===== src/hw/rtl/fbfla_pkg.sv =====
`timescale 1ns / 1ps
`default_nettype none
// ----------------------------------------------------------------------------
// Fixed block free list allocator: shared definitions
// Word layouts, action and status codes, controller states and the command
// and status groups that pass between the controller and the datapath.
// ----------------------------------------------------------------------------
package fbfla_pkg;

  // Action codes of an input word.
  localparam logic [1:0] ACT_INIT  = 2'd0;
  localparam logic [1:0] ACT_ALLOC = 2'd1;
  localparam logic [1:0] ACT_FREE  = 2'd2;

  // Status codes of a result word.
  localparam logic [1:0] ST_OK  = 2'd0;
  localparam logic [1:0] ST_OOM = 2'd1;
  localparam logic [1:0] ST_BAD = 2'd2;

  typedef struct packed {
    logic [1:0] action;
    logic [7:0] block_index;
  } fbfla_in_t;

  typedef struct packed {
    logic [7:0] granted_index;
    logic [1:0] status;
  } fbfla_out_t;

  typedef enum logic [2:0] {
    FSM_IDLE,
    FSM_INIT,
    FSM_ALLOC,
    FSM_FREE,
    FSM_NOP
  } fsm_state_t;

  // Commands from the controller to the datapath.
  typedef struct packed {
    logic       capture;
    logic       init_clr;
    logic       init_step;
    logic       init_fin;
    logic       pop;
    logic       push;
    logic       emit;
    logic       grant;
    logic [1:0] res_status;
  } ctrl_cmd_t;

  // Status from the datapath to the controller.
  typedef struct packed {
    logic [1:0] new_action;
    logic       head_valid;
    logic       idx_bad;
    logic       init_last;
  } dp_sts_t;

endpackage
`default_nettype wire


===== src/hw/rtl/fbfla_ram.sv =====
`timescale 1ns / 1ps
`default_nettype none
// ----------------------------------------------------------------------------
// Generic RAM
// One write port and one read port with registered read data.
// ----------------------------------------------------------------------------
module fbfla_ram #(
  parameter int WIDTH = 8,
  parameter int DEPTH = 16
) (
  input  wire logic                     clk,
  input  wire logic                     we,
  input  wire logic [$clog2(DEPTH)-1:0] waddr,
  input  wire logic [WIDTH-1:0]         wdata,
  input  wire logic [$clog2(DEPTH)-1:0] raddr,
  output logic      [WIDTH-1:0]         rdata
);

  logic [WIDTH-1:0] mem [DEPTH];
  logic [WIDTH-1:0] rdata_r;

  always_ff @(posedge clk) begin
    if (we) begin
      mem[waddr] <= wdata;
    end
    rdata_r <= mem[raddr];
  end

  assign rdata = rdata_r;

endmodule
`default_nettype wire


===== src/hw/rtl/fbfla_ctrl.sv =====
`timescale 1ns / 1ps
`default_nettype none
// ----------------------------------------------------------------------------
// Allocator controller
// Sequences one word at a time: the link table walk for init, the pop for
// allocate and the push for free.
// ----------------------------------------------------------------------------
module fbfla_ctrl (
  input  wire logic                 clk,
  input  wire logic                 rst_n,
  input  wire logic                 start,
  input  wire fbfla_pkg::dp_sts_t   sts,
  output logic                      busy,
  output fbfla_pkg::ctrl_cmd_t      cmd
);
  import fbfla_pkg::*;

  fsm_state_t state_r;
  fsm_state_t state_nxt;

  always_ff @(posedge clk) begin
    if (!rst_n) begin
      state_r <= FSM_IDLE;
    end else begin
      state_r <= state_nxt;
    end
  end

  always_comb begin
    state_nxt = state_r;
    case (state_r)
      FSM_IDLE: begin
        if (start) begin
          case (sts.new_action)
            ACT_INIT:  state_nxt = FSM_INIT;
            ACT_ALLOC: state_nxt = FSM_ALLOC;
            ACT_FREE:  state_nxt = FSM_FREE;
            default:   state_nxt = FSM_NOP;
          endcase
        end
      end
      FSM_INIT: begin
        if (sts.init_last) begin
          state_nxt = FSM_IDLE;
        end
      end
      FSM_ALLOC, FSM_FREE, FSM_NOP: state_nxt = FSM_IDLE;
      default: state_nxt = FSM_IDLE;
    endcase
  end

  always_comb begin
    cmd = '0;
    cmd.res_status = ST_OK;
    case (state_r)
      FSM_IDLE: begin
        cmd.capture  = start;
        cmd.init_clr = start && (sts.new_action == ACT_INIT);
      end
      FSM_INIT: begin
        cmd.init_step = 1'b1;
        if (sts.init_last) begin
          cmd.init_fin = 1'b1;
          cmd.emit     = 1'b1;
        end
      end
      FSM_ALLOC: begin
        cmd.emit = 1'b1;
        if (sts.head_valid) begin
          cmd.pop   = 1'b1;
          cmd.grant = 1'b1;
        end else begin
          cmd.res_status = ST_OOM;
        end
      end
      FSM_FREE: begin
        cmd.emit = 1'b1;
        if (sts.idx_bad) begin
          cmd.res_status = ST_BAD;
        end else begin
          cmd.push = 1'b1;
        end
      end
      FSM_NOP: begin
        cmd.emit = 1'b1;
      end
      default: begin
        cmd = '0;
      end
    endcase
  end

  assign busy = (state_r != FSM_IDLE);

endmodule
`default_nettype wire


===== src/hw/rtl/fbfla_dp.sv =====
`timescale 1ns / 1ps
`default_nettype none
// ----------------------------------------------------------------------------
// Allocator datapath
// Head pointer, init counter, link table and the result register.
// ----------------------------------------------------------------------------
module fbfla_dp #(
  parameter int POOL_BLOCKS = 16
) (
  input  wire logic                 clk,
  input  wire logic                 rst_n,
  input  wire fbfla_pkg::fbfla_in_t in_item,
  input  wire fbfla_pkg::ctrl_cmd_t cmd,
  output fbfla_pkg::dp_sts_t        sts,
  output logic                      out_valid,
  output fbfla_pkg::fbfla_out_t     out_result
);
  import fbfla_pkg::*;

  localparam int IDX_W = $clog2(POOL_BLOCKS);
  localparam int CNT_W = $clog2(POOL_BLOCKS + 1);
  localparam int LNK_W = IDX_W + 1;
  localparam logic [7:0]       POOL_LIM = 8'(POOL_BLOCKS);
  localparam logic [CNT_W-1:0] CNT_LAST = CNT_W'(POOL_BLOCKS - 1);

  fbfla_in_t        item_r;
  logic [IDX_W-1:0] head_r;
  logic             head_valid_r;
  logic [CNT_W-1:0] cnt_r;
  logic             out_valid_r;
  fbfla_out_t       out_r;

  logic             link_we;
  logic [IDX_W-1:0] link_waddr;
  logic [LNK_W-1:0] link_wdata;
  logic [LNK_W-1:0] link_rdata;
  logic             init_last;

  assign init_last = (cnt_r == CNT_LAST);

  // Each link word holds a valid bit above the next block's index; the
  // last block of a fresh list carries a cleared valid bit.
  always_comb begin
    link_we = cmd.init_step || cmd.push;
    if (cmd.init_step) begin
      link_waddr = cnt_r[IDX_W-1:0];
      if (init_last) begin
        link_wdata = '0;
      end else begin
        link_wdata = {1'b1, cnt_r[IDX_W-1:0] + IDX_W'(1)};
      end
    end else begin
      link_waddr = item_r.block_index[IDX_W-1:0];
      link_wdata = {head_valid_r, head_r};
    end
  end

  // The table is read at the head continuously, so the head's link is ready
  // in the cycle after an allocate is accepted.
  fbfla_ram #(
    .WIDTH(LNK_W),
    .DEPTH(POOL_BLOCKS)
  ) u_link_ram (
    .clk  (clk),
    .we   (link_we),
    .waddr(link_waddr),
    .wdata(link_wdata),
    .raddr(head_r),
    .rdata(link_rdata)
  );

  always_ff @(posedge clk) begin
    if (cmd.capture) begin
      item_r <= in_item;
    end
    if (cmd.emit) begin
      out_r.granted_index <= cmd.grant ? 8'(head_r) : 8'd0;
      out_r.status        <= cmd.res_status;
    end
  end

  always_ff @(posedge clk) begin
    if (!rst_n) begin
      head_r       <= '0;
      head_valid_r <= 1'b0;
      cnt_r        <= '0;
      out_valid_r  <= 1'b0;
    end else begin
      out_valid_r <= cmd.emit;
      if (cmd.init_clr) begin
        cnt_r <= '0;
      end else if (cmd.init_step) begin
        cnt_r <= cnt_r + CNT_W'(1);
      end
      if (cmd.init_fin) begin
        head_r       <= '0;
        head_valid_r <= 1'b1;
      end else if (cmd.pop) begin
        head_r       <= link_rdata[IDX_W-1:0];
        head_valid_r <= link_rdata[IDX_W];
      end else if (cmd.push) begin
        head_r       <= item_r.block_index[IDX_W-1:0];
        head_valid_r <= 1'b1;
      end
    end
  end

  assign sts.new_action = in_item.action;
  assign sts.head_valid = head_valid_r;
  assign sts.idx_bad    = (item_r.block_index >= POOL_LIM);
  assign sts.init_last  = init_last;

  assign out_valid  = out_valid_r;
  assign out_result = out_r;

endmodule
`default_nettype wire


===== src/hw/rtl/fixed_block_free_list_allocator.sv =====
`timescale 1ns / 1ps
`default_nettype none
// ----------------------------------------------------------------------------
// Fixed block free list allocator
// Keeps a pool of equal blocks on a last-in first-out free list and serves
// init, allocate and free words, one result word per input word.
// ----------------------------------------------------------------------------
// A word is taken at a rising edge where start is high and busy is low. Its
// single result word appears on out_result for exactly one cycle with
// out_valid high, and the receiver must take it then: there is no way to
// hold results back. Allocate, free and the unused action code each keep the
// block busy in its own state (FSM_ALLOC, FSM_FREE or FSM_NOP) after
// acceptance, so no new word is taken before that state ends; the result
// shows in the cycle after it, while the next word is already being
// accepted. Init walks the link table one entry per cycle through its
// single write port, holding busy high to the last entry. Allocate pops the
// head block and returns its index, or reports out of memory when the list
// is empty (including before the first init). Free pushes a block back onto
// the head, or reports a bad block when the index lies outside the pool.
// Double frees and frees of blocks that were never handed out are not
// caught. The link table itself needs no clearing after reset: an entry is
// always written by init or free before an allocate can read it.
// ----------------------------------------------------------------------------
module fixed_block_free_list_allocator #(
  parameter int POOL_BLOCKS = 16
) (
  input  wire logic                 clk,
  input  wire logic                 rst_n,
  input  wire logic                 start,
  output logic                      busy,
  input  wire fbfla_pkg::fbfla_in_t in_item,
  output logic                      out_valid,
  output fbfla_pkg::fbfla_out_t     out_result
);
  import fbfla_pkg::*;

  // Command and status groups between the sequencer and the datapath.
  ctrl_cmd_t cmd;
  dp_sts_t   sts;

  // The controller decides the action's steps; it sees only start and the status group.
  fbfla_ctrl u_ctrl (
    .clk  (clk),
    .rst_n(rst_n),
    .start(start),
    .sts  (sts),
    .busy (busy),
    .cmd  (cmd)
  );

  // The datapath holds the head pointer, the init counter, the link table
  // and the registered result word.
  fbfla_dp #(
    .POOL_BLOCKS(POOL_BLOCKS)
  ) u_dp (
    .clk       (clk),
    .rst_n     (rst_n),
    .in_item   (in_item),
    .cmd       (cmd),
    .sts       (sts),
    .out_valid (out_valid),
    .out_result(out_result)
  );

endmodule
`default_nettype wire

===== config.mk =====
export PLATFORM = sky130hd
export DESIGN_NAME = fixed_block_free_list_allocator
export DESIGN_NICKNAME = d
export VERILOG_FILES = /design/src/hw/rtl/fbfla_pkg.sv /design/src/hw/rtl/fbfla_ram.sv /design/src/hw/rtl/fbfla_ctrl.sv /design/src/hw/rtl/fbfla_dp.sv /design/src/hw/rtl/fixed_block_free_list_allocator.sv
export SDC_FILE = /design/constraint.sdc
export NUM_CORES = 1
export LEC_CHECK = 0
export BUFFER_PORTS_ARGS = -buffer_cell sky130_fd_sc_hd__buf_2
export CORE_UTILIZATION = 35
export CTS_CLUSTER_DIAMETER = 50
export DETAILED_ROUTE_END_ITERATION = 16
export SETUP_SLACK_MARGIN = 0.05
export SYNTH_ARGS = -nofsm -noshare
export SYNTH_HDL_FRONTEND = slang
export SYNTH_SLANG_ARGS = --single-unit

===== constraint.sdc =====
create_clock -name clk -period 2.3 [get_ports clk]
set_clock_uncertainty 0.1 [all_clocks]
set_input_delay 0.345 -clock clk [delete_from_list [all_inputs] [get_ports clk]]
set_output_delay 0.345 -clock clk [all_outputs]
set_load 0.01 [all_outputs]

==> out/qor.txt <==
outcome -> completed
CTS tree -> built
Sum Neg Setup Slack -> 0 ps
post-route cell area -> 5680 µm²
cell taking the most area after synthesis -> edfxtp_1
P&R area growth vs syn -> 22.9%
combinational group share of total power -> 3.2%
Cell Rows -> 41
WP data required -> 2270 ps
largest net degree at the start of global routing -> 17
DR DRC count -> 0
core area -> 12700 µm²
number of diodes -> 0
Synth Flop Type -> edfxtp_1
Peak Freq -> 0.459 GHz
crit path capture type -> flop
Synth area leaders -> edfxtp_1 (61%), mux4_2 (9.8%), dfxtp_1 (8.2%), nand2_1 (2.1%), nor2_1 (2.1%)
initial core utilization -> 36.3%
startpoint type of the worst setup path -> flop
critical-path maximum fanout -> 5
post-synth cell types -> 42
die height -> 117 µm
share of layout cells above drive strength 1 -> 28.6%
CP Class -> reg2reg
root buf cell -> clkbuf_16
Final setup viols -> 0
Seq cells post-synth -> 113
fin crit period -> 2180 ps
CP cell instances -> or4_1, o22ai_1, nand2_1, nor2_1
clk_lat worst skew -> 400 ps
WL/cell -> 16.9 µm
Vias per Instance -> 4.89
Setup WS pre-CTS -> 69.3 ps
initial antenna violation count -> 0
Avg Inst Size Synth -> 15.4 µm²
instance count of the mapped netlist -> 299
nets@finish -> 372
Yosys warnings -> 0
MaxCap Viol Count -> 0
Post-Syn Area -> 4620 µm²
clock share of power -> 51.6%
slowest stage cell on the critical path -> or4_1
Hold/Removal Path Class -> in2reg
total wire length -> 9.11 mm
RSZ-0062 raised after global routing -> yes
Final Hold Vio Count -> 0
Crit path largest cell delay -> 620 ps
worst path setup slack after routing -> 123 ps
first-pass GRT wire length -> 14.6 mm
# fillers -> 1140
Overall Global Routing Usage -> 15.1%
Placed Area -> 5060 µm²
initial drt markers -> 216
most common cell after layout, fill and taps aside -> edfxtp_1
Max Slew Vio Count -> 0
Final HPWL DP -> 6.19 mm
internal power -> 3990 µW
cell family with most CP delay -> simple AND/OR/NAND/NOR gates
period utilisation layout -> 94.6%
most frequent cells in the layout -> edfxtp_1 (94), buf_4 (30), nand2_1 (26)
number of flops mapped to enable cells by yosys -> 94
GP Congestion -> 0.789
number of global-route vias before repair -> 2614
H-tree depth -> 4
switching portion of total power -> 20.1%
pwr dens -> 880 nW/µm²
max_slew headroom -> 55.5%
Vias -> 2635
peak supply drop -> 510 µV
CP Buf/Inv Count -> 0
CTS Buf Count -> 17
CTS clk-pin slew, worst paths -> 50 ps
die width -> 117 µm
post-synth top area share -> 61.1%
reported net switching power -> 1000 µW
port bufs -> 20
IO Pins -> 25
clock sink total -> 113
cell leakage power -> 0.00185 µW
clk buf depth -> 2
Flop pwr share -> 45.2%
async set or reset register ratio after synthesis -> 0%
Data arrival, critical path -> 2140 ps
total grt overflow -> 0
actual slew at the worst max-slew pin -> 662 ps
sequential element share of the synthesized area -> 69.4%
die area -> 13700 µm²
drt first pass iters -> 4
Routed Antenna Nets -> 0
[flip-flops by register name, summed over array words and instances, names as in the netlist]
signal,cells
u_ctrl.state_r,3
u_dp.cnt_r,5
u_dp.head_r,4
u_dp.head_valid_r,1
u_dp.item_r,8
u_dp.out_result,6
u_dp.out_valid,1
u_dp.u_link_ram.mem,80
u_dp.u_link_ram.rdata,5
[layer usage]
metal / track usage [%] / part of all wire [%] / vias to the layer above
li1: - / - / 1253
met1: 20.1 / 46 / 1297
met2: 23.0 / 47 / 72
met3: 4.74 / 5.0 / 13
met4: 6.24 / 1.5 / 0
met5: 0 / 0 / -
[power groups by stage]
stage          logic [µW]  clock network [µW]  registers (µW)
3_5_place_dp          157                   0            2300
2_1_floorplan        94.1                   0            2300
6_report              159                2580            2260
5_1_grt               177                2730            2260
3_3_place_gp          154                   0            2300
4_1_cts               157                2630            2260
[final cells by class]
cell class              instances  area [µm²]  area share, %
clock buffers                  18         429           7.56
inverters                       7        26.3          0.463
well taps                     172         215           3.79
repair buffers                 51         335           5.91
multi-input cells             164        1300           22.9
flip-flops and latches        113        3200           56.4
clock inverters                14         165           2.91
[synthesized netlist by cell type, types with 6 or more instances]
cell type / number
a21oi_1: 7
a22oi_1: 9
and2_1: 6
clkbuf_1: 6
dfxtp_1: 19
edfxtp_1: 94
inv_1: 7
mux4_2: 20
nand2_1: 26
nand3_1: 11
nor2_1: 26
[repair_timing]
| item | CTS | global route |
|---|---|---|
| setup buffers | 0 | 0 |
| endpoints found under the hold margin | 0 | 1 |
| setup endpoints to repair | 0 | 15 |
| hold buffers | 0 | 1 |
| gates resized for setup | 0 | 3 |
[per-stage QoR]
step | util [%] | instances | total power, µW | hold WS (ps)
CTS | 44.5 | 538 | 5040 | 0.0588
finish | 44.6 | 539 | 5000 | 16.6
floorplan | - | 302 | 2390 | 344
detailed placement | 39.8 | 506 | 2460 | 388
global route | 44.6 | 539 | 5170 | 0.148
global placement | 39.8 | 506 | 2450 | 378
[worst paths after layout]
| check | start | to | slack [ps] | depth (start not counted) |
|---|---|---|---|---|
| worst max register to register | u_dp.item_r[7]$_DFFE_PP_ | u_dp.u_link_ram.mem[12][3]$_DFFE_PP_ | 120 | 4 |
| worst max-delay path | u_dp.item_r[7]$_DFFE_PP_ | u_dp.u_link_ram.mem[12][3]$_DFFE_PP_ | 120 | 4 |
| worst min register to register | u_dp.cnt_r[4]$_SDFFE_PP0P_ | u_dp.cnt_r[4]$_SDFFE_PP0P_ | 390 | 2 |
| worst min-delay path | in_item[3] | u_dp.item_r[3]$_DFFE_PP_ | 20 | 1 |
[cells by family after synthesis]
family	share of synthesized area [%]
and+or+nand+nor	10.2
other	0.0812
adders and majority gates	1.35
xor gates and xnor gates	0.759
DFF	69.4
buffers and inverters	2.98
AOI/OAI and AO/OA	5.34
muxes	9.97
Power figures use the tool's default switching activity.
